File: src/rtl/ecr_pkg.sv
package ecr_pkg;

  localparam int unsigned VALUE_W = 64;
  localparam int unsigned ROOT_W  = 22;

  // Largest root the search covers; 2642245 is the largest cube root below 2^64
  localparam logic [ROOT_W-1:0] SEARCH_HIGH = ROOT_W'(2642245);

  // 3-bit digits per value, top digit padded with zeros
  localparam int unsigned DIG_W   = 3;
  localparam int unsigned N_DIGS  = (VALUE_W + DIG_W - 1) / DIG_W;
  localparam int unsigned SHR_W   = N_DIGS * DIG_W;
  localparam int unsigned CNT_W   = $clog2(N_DIGS);

  // remainder and 3*y^2 stay below 2^46
  localparam int unsigned REM_W   = 48;

  typedef logic [ROOT_W-1:0] root_t;
  typedef logic [REM_W-1:0]  rem_t;

endpackage

File: src/rtl/exact_cube_root.sv
// A word is taken only while busy is low; busy stays high after start for
//   one step per 3-bit digit of the value through the shared add/compare stage,
//   and the result strobe is registered from the last step.
// The result is held on out_* for the single strobe cycle; the receiver cannot stall.
// Reset (rst_n low, synchronous) clears busy and the strobe; data registers are not reset.
module exact_cube_root #(
  parameter logic [ecr_pkg::ROOT_W-1:0] SEARCH_HIGH = ecr_pkg::SEARCH_HIGH
) (
  input  logic                          clk,
  input  logic                          rst_n,
  input  logic                          start,
  output logic                          busy,
  input  logic [ecr_pkg::VALUE_W-1:0]   in_value,
  output logic                          out_valid,
  output logic [ecr_pkg::ROOT_W-1:0]    out_root,
  output logic                          out_is_cube
);
  import ecr_pkg::*;

  // Digit-by-digit cube root (restoring form). Per step, with y the partial
  // root and a = 3*y^2 kept incrementally:
  //   rem <- 8*rem + digit,  y' = 2y
  //   t    = 3y'^2 + 3y' + 1 = 4a + 6y + 1
  //   rem >= t : rem -= t, y' += 1, a <- 4a + 12y + 3
  //   else     :                    a <- 4a
  // After all digits y = floor(cbrt(value)); exact iff rem is zero and y <= SEARCH_HIGH.

  logic                   busy_r;
  logic [CNT_W-1:0]       cnt_r;
  logic [SHR_W-1:0]       shr_r;
  root_t                  y_r;
  rem_t                   rem_r;
  rem_t                   a_r;

  logic                   out_valid_r;
  root_t                  out_root_r;
  logic                   out_is_cube_r;

  logic                   accept;
  logic                   last;
  logic [DIG_W-1:0]       dig;
  rem_t                   rem_sh;
  rem_t                   a4;
  rem_t                   y6;
  rem_t                   y12;
  rem_t                   t;
  logic                   ge;
  rem_t                   rem_nxt;
  root_t                  y_nxt;
  rem_t                   a_nxt;
  logic                   exact;

  assign accept = start & ~busy_r;
  assign last   = (cnt_r == CNT_W'(N_DIGS - 1));

  // current digit is the top of the shift register
  assign dig    = shr_r[SHR_W-1 -: DIG_W];

  assign rem_sh = {rem_r[REM_W-DIG_W-1:0], dig};
  assign a4     = {a_r[REM_W-3:0], 2'b00};
  assign y6     = REM_W'({y_r, 2'b00}) + REM_W'({y_r, 1'b0});
  assign y12    = {y6[REM_W-2:0], 1'b0};
  assign t      = a4 + y6 + REM_W'(1);
  assign ge     = (rem_sh >= t);

  assign rem_nxt = ge ? (rem_sh - t) : rem_sh;
  assign y_nxt   = {y_r[ROOT_W-2:0], ge};
  assign a_nxt   = ge ? (a4 + y12 + REM_W'(3)) : a4;

  // a cube whose root lies past the search bound is not found
  assign exact   = (rem_nxt == '0) && (y_nxt <= SEARCH_HIGH);

  // control
  always_ff @(posedge clk) begin
    if (!rst_n) begin
      busy_r      <= 1'b0;
      cnt_r       <= '0;
      out_valid_r <= 1'b0;
    end else begin
      out_valid_r <= busy_r & last;
      if (accept) begin
        busy_r <= 1'b1;
        cnt_r  <= '0;
      end else if (busy_r) begin
        if (last) begin
          busy_r <= 1'b0;
        end
        cnt_r <= cnt_r + CNT_W'(1);
      end
    end
  end

  // datapath
  always_ff @(posedge clk) begin
    if (accept) begin
      shr_r <= SHR_W'(in_value);
      y_r   <= '0;
      rem_r <= '0;
      a_r   <= '0;
    end else if (busy_r) begin
      shr_r <= {shr_r[SHR_W-DIG_W-1:0], {DIG_W{1'b0}}};
      y_r   <= y_nxt;
      rem_r <= rem_nxt;
      a_r   <= a_nxt;
    end
    if (busy_r & last) begin
      out_root_r    <= exact ? y_nxt : '0;
      out_is_cube_r <= exact;
    end
  end

  assign busy        = busy_r;
  assign out_valid   = out_valid_r;
  assign out_root    = out_root_r;
  assign out_is_cube = out_is_cube_r;

endmodule
File: config.mk
export PLATFORM = sky130hd
export DESIGN_NAME = exact_cube_root
export DESIGN_NICKNAME = d
export VERILOG_FILES = /design/src/rtl/ecr_pkg.sv /design/src/rtl/exact_cube_root.sv
export SDC_FILE = /design/constraint.sdc
export NUM_CORES = 1
export LEC_CHECK = 0
export BUFFER_PORTS_ARGS = -buffer_cell sky130_fd_sc_hd__buf_2
export CORE_MARGIN = 1.5
export CORE_UTILIZATION = 35
export DETAILED_ROUTE_END_ITERATION = 8
export GPL_ROUTABILITY_DRIVEN = 0
export HOLD_SLACK_MARGIN = 0.06
export PLACE_DENSITY = 0.53
export SKIP_LAST_GASP = 1
export SLEW_MARGIN = 0
export SYNTH_ARGS = -nofsm -noshare
export SYNTH_HDL_FRONTEND = slang
export SYNTH_SLANG_ARGS = --single-unit
File: constraint.sdc
create_clock -name clk -period 9.95 [get_ports clk]
set_input_delay 0.995 -clock clk [delete_from_list [all_inputs] [get_ports clk]]
set_output_delay 0.995 -clock clk [all_outputs]
set_load 0.05 [all_outputs]
==> results of run 1 <==
==> per-layer routing <==
metal	wire, um	part of all wire (%)	track usage (%)
met3	2436	5.6	3.160
met5	0	0	0
met2	19540	45	31.25
met1	20710	47	25.95
met4	1008	2.3	5.591
==> sequential cells by signal (all words and copies together) (netlist names) <==
signal and flops:
out_is_cube 1, shr_r 66, y_r 22, cnt_r 5, out_valid 1, busy 1
rem_r 45, out_root 22, a_r 44
==> final cells by class <==
cell class / count / area (um2)
Fill cell: 4423 / 25930
Multi-Input combinational cell: 1356 / 9668
Sequential cell: 207 / 5019
Tap cell: 585 / 732.0
Clock buffer: 34 / 728.2
Timing Repair Buffer: 108 / 583.1
Inverter: 55 / 206.4
Clock inverter: 14 / 115.1
==> layout by cell type, fill, tap and decap left out, types with 7 or more instances in the layout <==
cell type	count
sky130_fd_sc_hd__a211oi_1	8
sky130_fd_sc_hd__a21o_1	35
sky130_fd_sc_hd__a21oi_1	125
sky130_fd_sc_hd__a22o_1	39
sky130_fd_sc_hd__a31oi_1	13
sky130_fd_sc_hd__and3_1	17
sky130_fd_sc_hd__buf_2	91
sky130_fd_sc_hd__buf_4	17
sky130_fd_sc_hd__clkbuf_16	26
sky130_fd_sc_hd__dfxtp_1	119
sky130_fd_sc_hd__edfxtp_1	87
sky130_fd_sc_hd__ha_1	132
sky130_fd_sc_hd__inv_1	53
sky130_fd_sc_hd__mux2_2	62
sky130_fd_sc_hd__mux2i_1	23
sky130_fd_sc_hd__nand2_1	183
sky130_fd_sc_hd__nand2b_1	15
sky130_fd_sc_hd__nand3_1	46
sky130_fd_sc_hd__nand4_1	34
sky130_fd_sc_hd__nor2_1	91
sky130_fd_sc_hd__nor2b_1	12
sky130_fd_sc_hd__nor3_1	34
sky130_fd_sc_hd__nor4_1	17
sky130_fd_sc_hd__nor4_2	17
sky130_fd_sc_hd__o211ai_1	7
sky130_fd_sc_hd__o21a_1	15
sky130_fd_sc_hd__o21ai_0	110
sky130_fd_sc_hd__o21ai_1	19
sky130_fd_sc_hd__o21bai_1	15
sky130_fd_sc_hd__o22ai_1	9
sky130_fd_sc_hd__o31ai_1	26
sky130_fd_sc_hd__xnor2_1	68
sky130_fd_sc_hd__xor2_1	73
==> per-stage QoR <==
stage,utilization [%],instances,total power [uW],hold slack (ps)
2_1_floorplan,-,1705,3430,421.5
3_3_place_gp,37.71,2311,4211,453.2
3_5_place_dp,37.71,2311,4225,455.0
4_1_cts,39.67,2359,5186,463.4
5_1_grt,39.67,2359,5551,486.3
6_report,39.67,2359,5192,459.7
==> logic make-up after synthesis <==
logic type | Yosys count | share of synthesized area [%]
buf+inv | 142 | 3.670
fa+ha+maj | 135 | 11.26
simple gates | 509 | 16.91
flops | 207 | 32.98
mux | 85 | 6.106
xor+xnor | 141 | 8.122
compound gates | 486 | 20.95
==> power breakdown <==
group | switching [uW] | internal [uW]
clock network | 391 | 542
logic | 1920 | 1160
registers | 153 | 1030
==> critical path: cells and delay by family (launching register included) <==
family | cells | cell delay [ps]
buf+inv | 3 | 860
fa+ha+maj | 3 | 1160
compound gates | 14 | 3470
flops | 1 | 410
xor+xnor | 1 | 160
simple gates | 12 | 2830
==> final timing paths <==
path	start	endpoint	slack, ps	cells past startpoint
worst max-delay path	y_r[2]	out_root[8]	850	33
worst min-delay path	a_r[45]	a_r[45]	460	2
worst max register to register	y_r[2]	out_root[8]	850	33
worst min register to register	a_r[45]	a_r[45]	460	2
==> results.md, run 1 <==
- The leftover overflow at the end of global routing is 0.
- The unique cell type count in the Yosys netlist is between 80 and 90.
- The proportion of synthesized chip area in sequential cells is 32.98%.
- The most instantiated flip-flop cell in the synthesis netlist is sky130_fd_sc_hd__dfxtp_1.
- Sorting the synthesized cells by how often they occur yields 183 x sky130_fd_sc_hd__nand2_1, 132 x sky130_fd_sc_hd__ha_1, 125 x sky130_fd_sc_hd__a21oi_1, 120 x sky130_fd_sc_hd__dfxtp_1, 110 x sky130_fd_sc_hd__o21ai_0.
- Setup slack closes at 847.9 ps.
- In this run the static leakage power is 0.006906 uW.
- Data on the critical path is required at its endpoint by 10,310 ps.
- The achievable frequency is 109.9 MHz.
- The cell area after synthesis is roughly 15,000 um2.
- For this block, the via count after detailed routing is 12.92k.
- The width of the die is 211.4 um.
- In the synthesized netlist the async set-or-reset flop fraction comes to 0%.
- The number of ports placed on the die boundary is 92.
- The largest vdd supply drop is 127.7 uV.
- The total global routing track utilization is 19.15%.
- Each instance of the synthesized netlist takes up on average about 9 um2.
- The worst setup path is of the reg2reg kind.
- The hold-fix buffer count after cts is 0.
- Yosys attributes the largest share of cell area to sky130_fd_sc_hd__edfxtp_1 17%, sky130_fd_sc_hd__dfxtp_1 16%, sky130_fd_sc_hd__ha_1 11%, sky130_fd_sc_hd__mux2_2 4.6%, sky130_fd_sc_hd__nand2_1 4.5%.
- The total nets after synthesis is between 1.5k and 2k.
- The final hold violation count is 0.
- 0 antenna diodes ended up in the layout.
- The final layout contains 1,956 nets.
- TritonCTS built the clock tree.
- The gate count of the mapped netlist is 1,705.
- The count of flip-flops with a built-in enable after synthesis is 87.
- The flow ran to the end, and the final reports show no timing, DRC or antenna violations.
- Headroom to the max-slew limit came out at a little over a quarter.
- In this run, synthesis produced a sequential element count of between 200 and 250.
- The CTS H-tree depth is 1.
- The number of setup buffers added after CTS is 0.
- In this run the power density over the cells is 304.5 nW/um2.
- Entering global routing, the biggest net connects 65 pins.
- During synthesis, Yosys emitted a total of 0 warnings.
- Between clock sinks in the finished design, the worst skew comes to 13.85 ps.
- The portion of the clock cycle consumed by the worst path in the final layout is between 90% and 100%.
- For this run, design rule violations remaining after detail routing come to 0.
- The placed wire-length estimate is 32.58 mm.
- The via density per instance is ~5.5.
- The first detailed-routing pass ran for 5 iterations.
- CTS placed an instance of sky130_fd_sc_hd__clkbuf_16 at the clock tree root.
- Across the run, the number of max-cap violations was 0.
- The launching element type of the critical path is a flip-flop.
- The post-route netlist has between 10% and 20% of its cells at a drive strength greater than 1.
- The detailed router's first-iteration violation count is around 960.
- Counting I/O delays and the setup requirement, the final critical path takes 9102 ps.
- The post-detailed-placement cell area is 16,210 um2.
- Setup repair after global routing left no endpoint under its margin.
- The maximum fanout along the worst path is 31.
- Buffers inserted during clock tree synthesis total 26.
- The die covers 44,700 um2.
- By instance count, the leading cell after synthesis is sky130_fd_sc_hd__nand2_1.
- Summed over all layers, the routed wires come to 43.69 mm.
- The top cell type by total area after synthesis is sky130_fd_sc_hd__edfxtp_1.
- In the final routed layout, each cell accounts on average for 18.52 um.
- Once the clock tree was built, the resizer swapped 0 gates to a different size.
- The type of the most critical hold path is reg2reg.
- From bottom edge to top edge, the die measures about 210 um.
- The standard-cell row count is 76.
- The count of final setup violators is 0.
- The minimum setup slack after placement is 933.6 ps.
- For the pin with the worst max-slew slack, the measured transition is approximately 1100 ps.
- The kind of end point of the critical path is a flip-flop.
- Once layout is done, the placed cells without fillers occupy around 17,000 um2.
- The sink count of the clock tree is 207.
- Port buffering added between 90 and 100 buffers.
- Of the post-synthesis cell area, the dominant cell type holds 17.18%.
- The final total negative setup slack is 0 ps.
- The via count of the first global-routing pass is 12.62k.
- STA puts the critical path data arrival time at 9460 ps.
- The final-report max-slew violation count is 0.
- The maximum clock insertion buffer count is 3.
- For this design, the slowest cell found on the critical path is sky130_fd_sc_hd__a31oi_1.
- Once the floorplan was initialized, standard cells occupied 35.37% of the core.
- The global-route wire length before repair is 68.78 mm.
- From synthesis to final layout, the design area changed by 12.15%.
- The number of nets with antenna violations after routing is 0.
- The core outline area is 42,980 um2.
- The clock network latency to the later pin of the worst-skew pair is 550 ps.
- After clock tree synthesis, the clock-pin slew on the worst setup and hold paths is roughly 60 ps.
- The number of antenna violations at the first check in global routing is 1.
- For this run, the slowest stage of the critical path takes 570 ps.
(Power assumes the default switching activity.)
==> run 2: changes to the inputs <==
==> constraint.sdc (replaced) <==
create_clock -name clk -period 8.79 [get_ports clk]
set_input_delay 0.879 -clock clk [delete_from_list [all_inputs] [get_ports clk]]
set_output_delay 0.879 -clock clk [all_outputs]
set_load 0.05 [all_outputs]
==> results.md, run 2 (synthesis results as in run 1) <==
- The standard-cell row count is 76 (unchanged).
- For this design, the slowest cell found on the critical path is sky130_fd_sc_hd__or4b_1.
- The CTS H-tree depth came to 1 (unchanged).
- The final hold violation count came to 0 (unchanged).
- The transition time of the tightest slew-check pin is 884.9 ps (-205.9 ps).
- The maximum fanout along the worst path is 23 (-26%).
- The detailed router's first-iteration violation count was 891 (-7.0%).
- The final-report max-slew violation count is 0 (unchanged).
- The signal arrival time at the worst endpoint is 8660 ps (-800 ps).
- The number of nets with antenna violations after routing is 0 (unchanged).
- The maximum clock insertion buffer count is 3 (unchanged).
- The clock transition at the register clock pins on the worst setup and hold paths after CTS is 60 ps (about the same).
- The cell count of the worst hold path is 2 (unchanged).
- The final design utilization came to 40.48% (+0.81 points).
- The leftover overflow at the end of global routing is 0 (unchanged).
- The core outline area was 42,980 um2 (unchanged).
- The number of non-filler instances in the completed layout is 2,381 (+0.93%).
- The number of buffers inserted by port buffering came to 91 (unchanged).
- The starting density of the core was 35.37% (unchanged).
- The residual DRC count is 0 (unchanged).
- The vertical die dimension was 211.4 um (unchanged).
- TritonCTS built the clock tree.
- The reg-to-reg critical path startpoint is y_r[2].
- The power density over the cells is 347.0 nW/um2 (+14%).
- The average wire per cell in the routed design is 18.47 um (-0.27%).
- The sink count of the clock tree is 207 (unchanged).
- The final setup skew is 13.87 ps (+0.02210 ps).
- The placed wire-length estimate is 32.91 mm (+1.0%).
- The most common cell type on the critical path is sky130_fd_sc_hd__o21ai_0.
- The path class of the tightest hold or removal check is reg2reg.
- The depth of the most critical reg-to-reg path is 34 (+3.0%).
- The number of ports placed on the die boundary was 92 (unchanged).
- The kind of end point of the critical path is a flip-flop.
- The number of iterations in the first detailed-routing pass is 5 (unchanged).
- The setup slack of the most critical reg-to-reg path is 500 ps (-350 ps).
- The area added between synthesis and finish is 14.44%.
- The pin count of the biggest net entering global routing came to 65 (unchanged).
- The maximum single-stage delay on the critical path is 570 ps (about the same).
- Setup repair after global routing left no endpoint under its margin.
- The launch point of the worst hold path is shr_r[61].
- The via count of the first global-routing pass is 12.49k (-1.0%).
- The worst setup path is launched from a flip-flop.
- The largest vdd supply drop is 156.2 uV (+22%).
- The total number of nets in the final design is 1,977 (+1.1%).
- The count of final setup violators came to 0 (unchanged).
- The count of inserted antenna diode cells is 0 (unchanged).
- The register with the most flip-flops is shr_r.
- The hold-fix buffer count after cts is 0 (unchanged).
- The number of placed cells counting well taps is 2,324 (+0.56%).
- The number of antenna violations at the first check in global routing is 2 (+1).
- The worst register-to-register path ends at out_root[12].
- The layout cell share with drive strength beyond 1 is 17.43% (+2.6 points).
- The clock network latency to the later pin of the worst-skew pair is 570 ps (+20 ps).
- The area enclosed by the die boundary is 44,700 um2 (unchanged).
- The max-capacitance violation count came to 0 (unchanged).
- The total of fill cells in the finished design is 4,361 (-1.4%).
- The worst setup path is of the reg2reg kind.
- The post-detailed-routing wire length is 43.98 mm (+0.66%).
- The run finished with clean final reports.
- The most common library cell in the layout ignoring fill and taps is sky130_fd_sc_hd__nand2_1.
- The total global routing track utilization is 19.51% (+0.35 points).
- The data required time of the worst path is 9150 ps (-1160 ps).
- The number of flip-flops under the largest register name is 66 (unchanged).
- The via density per instance is 5.486 (+0.14%).
- The TritonCTS buffer count is 27 (+3.8%).
- The global-route wire length before repair is 69.58 mm (+1.2%).
- The root buffer cell is sky130_fd_sc_hd__clkbuf_16.
- The final total negative setup slack is 0 ps (unchanged).
- The width of the die was 211.4 um (unchanged).
- The portion of the clock cycle consumed by the worst path in the final layout is 94.36% (+2.9 points).
- The largest registers in the layout are shr_r: 66 flops, rem_r: 45 flops, a_r: 44 flops.
- The static leakage is 0.007046 uW (+2.0%).
- The worst max-slew margin expressed relative to the limit is 39.48% (+12 points).
- The via total after detailed routing was 13.06k (+1.1%).
- The end of the worst hold path is shr_r[64].
- The post-layout minimum cycle time is 8294 ps (-808.2 ps).
- The top cell types in the final layout, fill and taps aside, are 183 x sky130_fd_sc_hd__nand2_1, 129 x sky130_fd_sc_hd__ha_1, 118 x sky130_fd_sc_hd__dfxtp_1.
- The achievable frequency came to 120.6 MHz (+9.7%).
[run 2: cell count changes in the layout (fill, tap and decap cells not counted), sizes merged]
cell / before / now
clkbuf: 34 / 33
buf: 108 / 127
clkdlybuf4s15: 0 / 1
clkinv: 9 / 11
inv: 55 / 56
[run 2: worst max path at each step]
stage,startpoint,to
final,y_r[2],out_root[12]
after global routing,y_r[2],out_root[12]
after CTS,y_r[1],a_r[30]
after detailed placement,y_r[2],out_root[7]
after global placement,y_r[1],out_root[1]
after floorplan,y_r[0],out_root[14]
[run 2: metrics by stage]
step	cell area [um2]	hold slack (ps)	worst slack [ps]	power, uW
3_3_place_gp	16320	428.2	151.6	4838
2_1_floorplan	15200	421.5	1246	3882
5_1_grt	17400	508.3	59.84	6465
6_report	17400	441.0	496.0	6037
3_5_place_dp	16320	434.2	16.22	4837
4_1_cts	17210	452.4	137.1	5990
[run 2: what timing repair did]
item / CTS / global route
setup endpoints to repair: 6 / 39
buffers inserted: 2 / 4
pin swaps: 1 / 7
resized for setup: 0 / 35
cloned: 0 / 1
[run 2: layout make-up]
class | instances | area, um2 | share of cell area, %
repair buffers | 128 | 769.5 | 4.422
flip-flops and latches | 207 | 5020 | 28.85
clock buffers | 33 | 728.2 | 4.185
inverters | 55 | 206.4 | 1.186
multi-input cells | 1356 | 9812 | 56.39
clock inverters | 17 | 132.6 | 0.7622
well taps | 585 | 732.0 | 4.207
[run 2: layer usage]
| layer | vias to the layer above | routed length (um) | track usage (%) |
|---|---|---|---|
| met5 | - | 0 | 0 |
| li1 | 6453 | - | - |
| met1 | 6207 | 20720 | 26.93 |
| met4 | 0 | 1440 | 6.823 |
| met2 | 323 | 19200 | 30.24 |
| met3 | 79 | 2623 | 3.827 |
[run 2: critical path: cells and delay by family (launching register included)]
kind | cells | cell delay (ps)
xor+xnor | 2 | 370
flops | 1 | 410
buf+inv | 4 | 770
simple gates | 9 | 1940
compound gates | 16 | 3520
fa+ha+maj | 3 | 1060
[run 2: report_power, final]
group          internal, uW  total, uW  leakage [uW]  switching, uW
logic                  1400       3610       0.00475           2210
clock network           621       1080      0.000421            459
registers              1170       1350       0.00188            179
total                  3190       6040       0.00705           2850
==> run 3: changes to the inputs <==
--- a/config.mk
+++ b/config.mk
@@ -6,12 +6,14 @@
 export NUM_CORES = 1
 export LEC_CHECK = 0
 export BUFFER_PORTS_ARGS = -buffer_cell sky130_fd_sc_hd__buf_2
+export CELL_PAD_IN_SITES_DETAIL_PLACEMENT = 1
+export CELL_PAD_IN_SITES_GLOBAL_PLACEMENT = 2
 export CORE_MARGIN = 1.5
-export CORE_UTILIZATION = 35
+export CORE_UTILIZATION = 39
 export DETAILED_ROUTE_END_ITERATION = 8
 export GPL_ROUTABILITY_DRIVEN = 0
 export HOLD_SLACK_MARGIN = 0.06
-export PLACE_DENSITY = 0.53
+export PLACE_DENSITY_LB_ADDON = 0.1
 export SKIP_LAST_GASP = 1
 export SLEW_MARGIN = 0
 export SYNTH_ARGS = -nofsm -noshare
==> results.md, run 3 (synthesis results as in run 1) <==
- The run finished with clean final reports.
- The post-layout instance area is 17,210 um2 (-1.1%).
- The area enclosed by the die boundary is 40,180 um2 (-10%).
- The average wire per cell in the routed design is 20.75 um (+12%).
- The power density over the cells is 353.2 nW/um2 (+1.8%).
- The via total after detailed routing is 12.95k (-0.84%).
- The transition time of the tightest slew-check pin is 1089 ps (+203.6 ps).
- The critical path starts at y_r[1].
- The detailed router's first-iteration violation count came to 561 (-37%).
- The portion of the clock cycle consumed by the worst path in the final layout is 93.07% (-1.3 points).
- The post-detailed-placement cell area is 16,170 um2 (-0.93%).
- The largest vdd supply drop is 178.2 uV (+14%).
- The register with the most flip-flops is shr_r.
- The number of non-filler instances in the completed layout came to 2,301 (-3.4%).
- The post-detailed-routing wire length is 47.74 mm (+8.5%).
- The signal arrival time at the worst endpoint is 8540 ps (-120 ps).
- The count of buffer and inverter cells on the critical path was 3 (-1).
- The depth of the critical timing path with buffers and inverters included is 35 (+2.9%).
- The post-route worst setup slack is 609.3 ps (+113.3 ps).
- The number of antenna violations at the first check in global routing is 1 (-1).
- STA classifies the critical path endpoint as a flip-flop.
- The number of flip-flops under the largest register name came to 66 (unchanged).
- Clock tree synthesis selected as its root buffer the cell sky130_fd_sc_hd__clkbuf_16.
- Setup repair after global routing left no endpoint under its margin.
- The static leakage is 0.006975 uW (-1.0%).
- The library cells used most frequently in the layout, excluding fill and tap cells, are 183 x sky130_fd_sc_hd__nand2_1, 125 x sky130_fd_sc_hd__ha_1, 119 x sky130_fd_sc_hd__dfxtp_1.
- The CTS tree is yes.
- The count of inserted antenna diode cells was 0 (unchanged).
- The setup slack of the most critical reg-to-reg path is 610 ps (+110 ps).
- The depth of the most critical reg-to-reg path is 35 (+2.9%).
- The layout cell share with drive strength beyond 1 was 16.99% (-0.43 points).
- The number of ports placed on the die boundary is 92 (unchanged).
- The pin count of the biggest net entering global routing was 62 (-4.6%).
- The maximum fanout along the worst path was 23 (unchanged).
- The part of the power in registers came to 22.1% (-0.2 points).
- The max-capacitance violation count came to 0 (unchanged).
- The number of nets with antenna violations after routing is 0 (unchanged).
- The number of iterations in the first detailed-routing pass came to 5 (unchanged).
- The maximum clock insertion buffer count is 3 (unchanged).
- The internal power consumption is 3143 uW (-1.4%).
- The CTS H-tree depth was 1 (unchanged).
- The cell type group with the largest total delay on the critical path is compound AO/OA/AOI/OAI gates.
- The leftover overflow at the end of global routing is 0 (unchanged).
- The final design utilization is 44.63% (+4.1 points).
- The number of placed cells counting well taps was 2,248 (-3.3%).
- The hold-fix buffer count after cts is 0 (unchanged).
- The final setup skew is 32.42 ps (+18.55 ps).
- The total global routing track utilization is 23.44% (+3.9 points).
- The library cell used most frequently in the layout, excluding fill and tap cells, is sky130_fd_sc_hd__nand2_1.
- The global-route wire length before repair is 75.78 mm (+8.9%).
- The maximum single-stage delay on the critical path is 510 ps (-60 ps).
- The worst register-to-register path begins at y_r[1].
- The clock network latency to the later pin of the worst-skew pair is 570 ps (about the same).
- By startpoint and endpoint, the worst setup path is classified as reg2reg.
- The count of final setup violators was 0 (unchanged).
- The clock network power share was 16.9% (-1.0 points).
- The switching power as a share of total power is 48.28% (+1.1 points).
- The starting density of the core is 39.43% (+4.1 points).
- The standard-cell row count is 72 (-5.3%).
- The highest-delay cell along the critical path is sky130_fd_sc_hd__or4b_1.
- The TritonCTS buffer count is 26 (-3.7%).
- The power dissipated by switching net loads was 2934 uW (+3.0%).
- The via count of the first global-routing pass was 13.56k (+8.6%).
- The minimum setup slack after placement is -121.9 ps (-138.1 ps).
- The achievable frequency came to 122.2 MHz (+1.4%).
- The core outline area came to 38,560 um2 (-10%).
- The min-delay analysis places its worst path in the category reg2reg.
- The vertical die dimension is 200.5 um (-5.2%).
- The data required time of the worst path was 9150 ps (about the same).
- The share of power burned in combinational logic is 60.9% (+1.1 points).
- The total of fill cells in the finished design is 4,547 (+4.3%).
- The via density per instance is 5.629 (+2.6%).
- The worst max-slew margin expressed relative to the limit is 26.48% (-13 points).
- The footprint of the multi-input gates is 9853 um2 (+0.42%).
- The post-layout minimum cycle time is 8181 ps (-113.3 ps).
- The final total negative setup slack is 0 ps (unchanged).
- The endpoint of the worst register-to-register path is out_root[12].
- In the final layout, the registers with the most flip-flops are shr_r: 66 flops, rem_r: 45 flops, a_r: 44 flops.
- The critical path capture point is out_root[12].
- The number of buffers inserted by port buffering is 91 (unchanged).
- The width of the die is 200.5 um (-5.2%).
- The launching element type of the critical path is a flip-flop.
- The sink count of the clock tree came to 207 (unchanged).
- The final-report max-slew violation count is 0 (unchanged).
- The placed wire-length estimate is 36.49 mm (+11%).
- The clock transition at the register clock pins on the worst setup and hold paths after CTS came to 60 ps (about the same).
- The residual DRC count is 0 (unchanged).
- The total number of nets in the final design is 1,965 (-0.61%).
- The final hold violation count came to 0 (unchanged).
- Compared with the post-synthesis result, the final layout area differs by 13.18%.
- The footprint of the flip-flops and latches is 5019 um2 (about the same).
[run 3: cell count changes in the layout (fill, tap and decap cells not counted), moves of 2 or more]
cell                         delta
sky130_fd_sc_hd__nor3_1         -2
sky130_fd_sc_hd__buf_6          -2
sky130_fd_sc_hd__clkinvlp_4     -4
sky130_fd_sc_hd__clkinv_2       -2
sky130_fd_sc_hd__ha_2           +4
sky130_fd_sc_hd__clkbuf_1       +4
sky130_fd_sc_hd__ha_1           -4
sky130_fd_sc_hd__nor3_2         +2
sky130_fd_sc_hd__buf_4          -8
[run 3: power groups by stage]
stage | sequential, uW | combinational, uW | clock, uW
floorplan | 1290 | 2600 | 0
global placement | 1360 | 3520 | 0
detailed placement | 1360 | 3560 | 0
CTS | 1340 | 3590 | 1060
global route | 1370 | 4040 | 1090
finish | 1350 | 3700 | 1030
[run 3: worst min path at each step]
stage | from | end | slack (ps) | cells past startpoint
final | shr_r[62] | shr_r[65] | 450 | 2
after global routing | shr_r[62] | shr_r[65] | 480 | 2
after CTS | shr_r[62] | shr_r[65] | 460 | 2
after detailed placement | shr_r[62] | shr_r[65] | 450 | 2
after global placement | shr_r[61] | shr_r[64] | 430 | 2
after floorplan | shr_r[61] | shr_r[64] | 420 | 2
[run 3: per-layer routing]
layer	vias to the layer above	part of all wire [%]	wire [um]	GRT usage, %
li1	6427	-	-	-
met1	6332	46	22160	30.73
met2	142	48	23130	40.90
met3	51	2.6	1257	2.565
met4	0	2.5	1195	6.257
met5	-	0	0	0
[run 3: per-stage QoR]
step	total power, uW	hold slack [ps]
6_report	6078	450.9
5_1_grt	6500	482.2
4_1_cts	5998	460.1
3_5_place_dp	4925	445.4
3_3_place_gp	4879	428.2
2_1_floorplan	3882	421.5
[run 3: cell type report]
cell class / count / share of cell area [%]
clock buffers: 35 / 4.094
clock inverters: 13 / 0.5890
well taps: 518 / 3.766
inverters: 55 / 1.200
repair buffers: 117 / 3.926
flip-flops and latches: 207 / 29.16
multi-input cells: 1356 / 57.26
[run 3: worst reg2reg max path: cells and delay by family, from the launching register on]
kind                     cells  cell delay [ps]
AND/OR/NAND/NOR              7             1790
adder cells (fa/ha/maj)      4             1350
XOR/XNOR                     3              620
buffers and inverters        3              580
flip-flops                   1              400
AO/OA/AOI/OAI               18             3240
[run 3: timing repair]
item	CTS	global route
resized for setup	2	42
pin swaps	0	4
hold endpoints to repair	0	0
buffers inserted	0	5
gates cloned	0	0
setup endpoints to repair	21	40
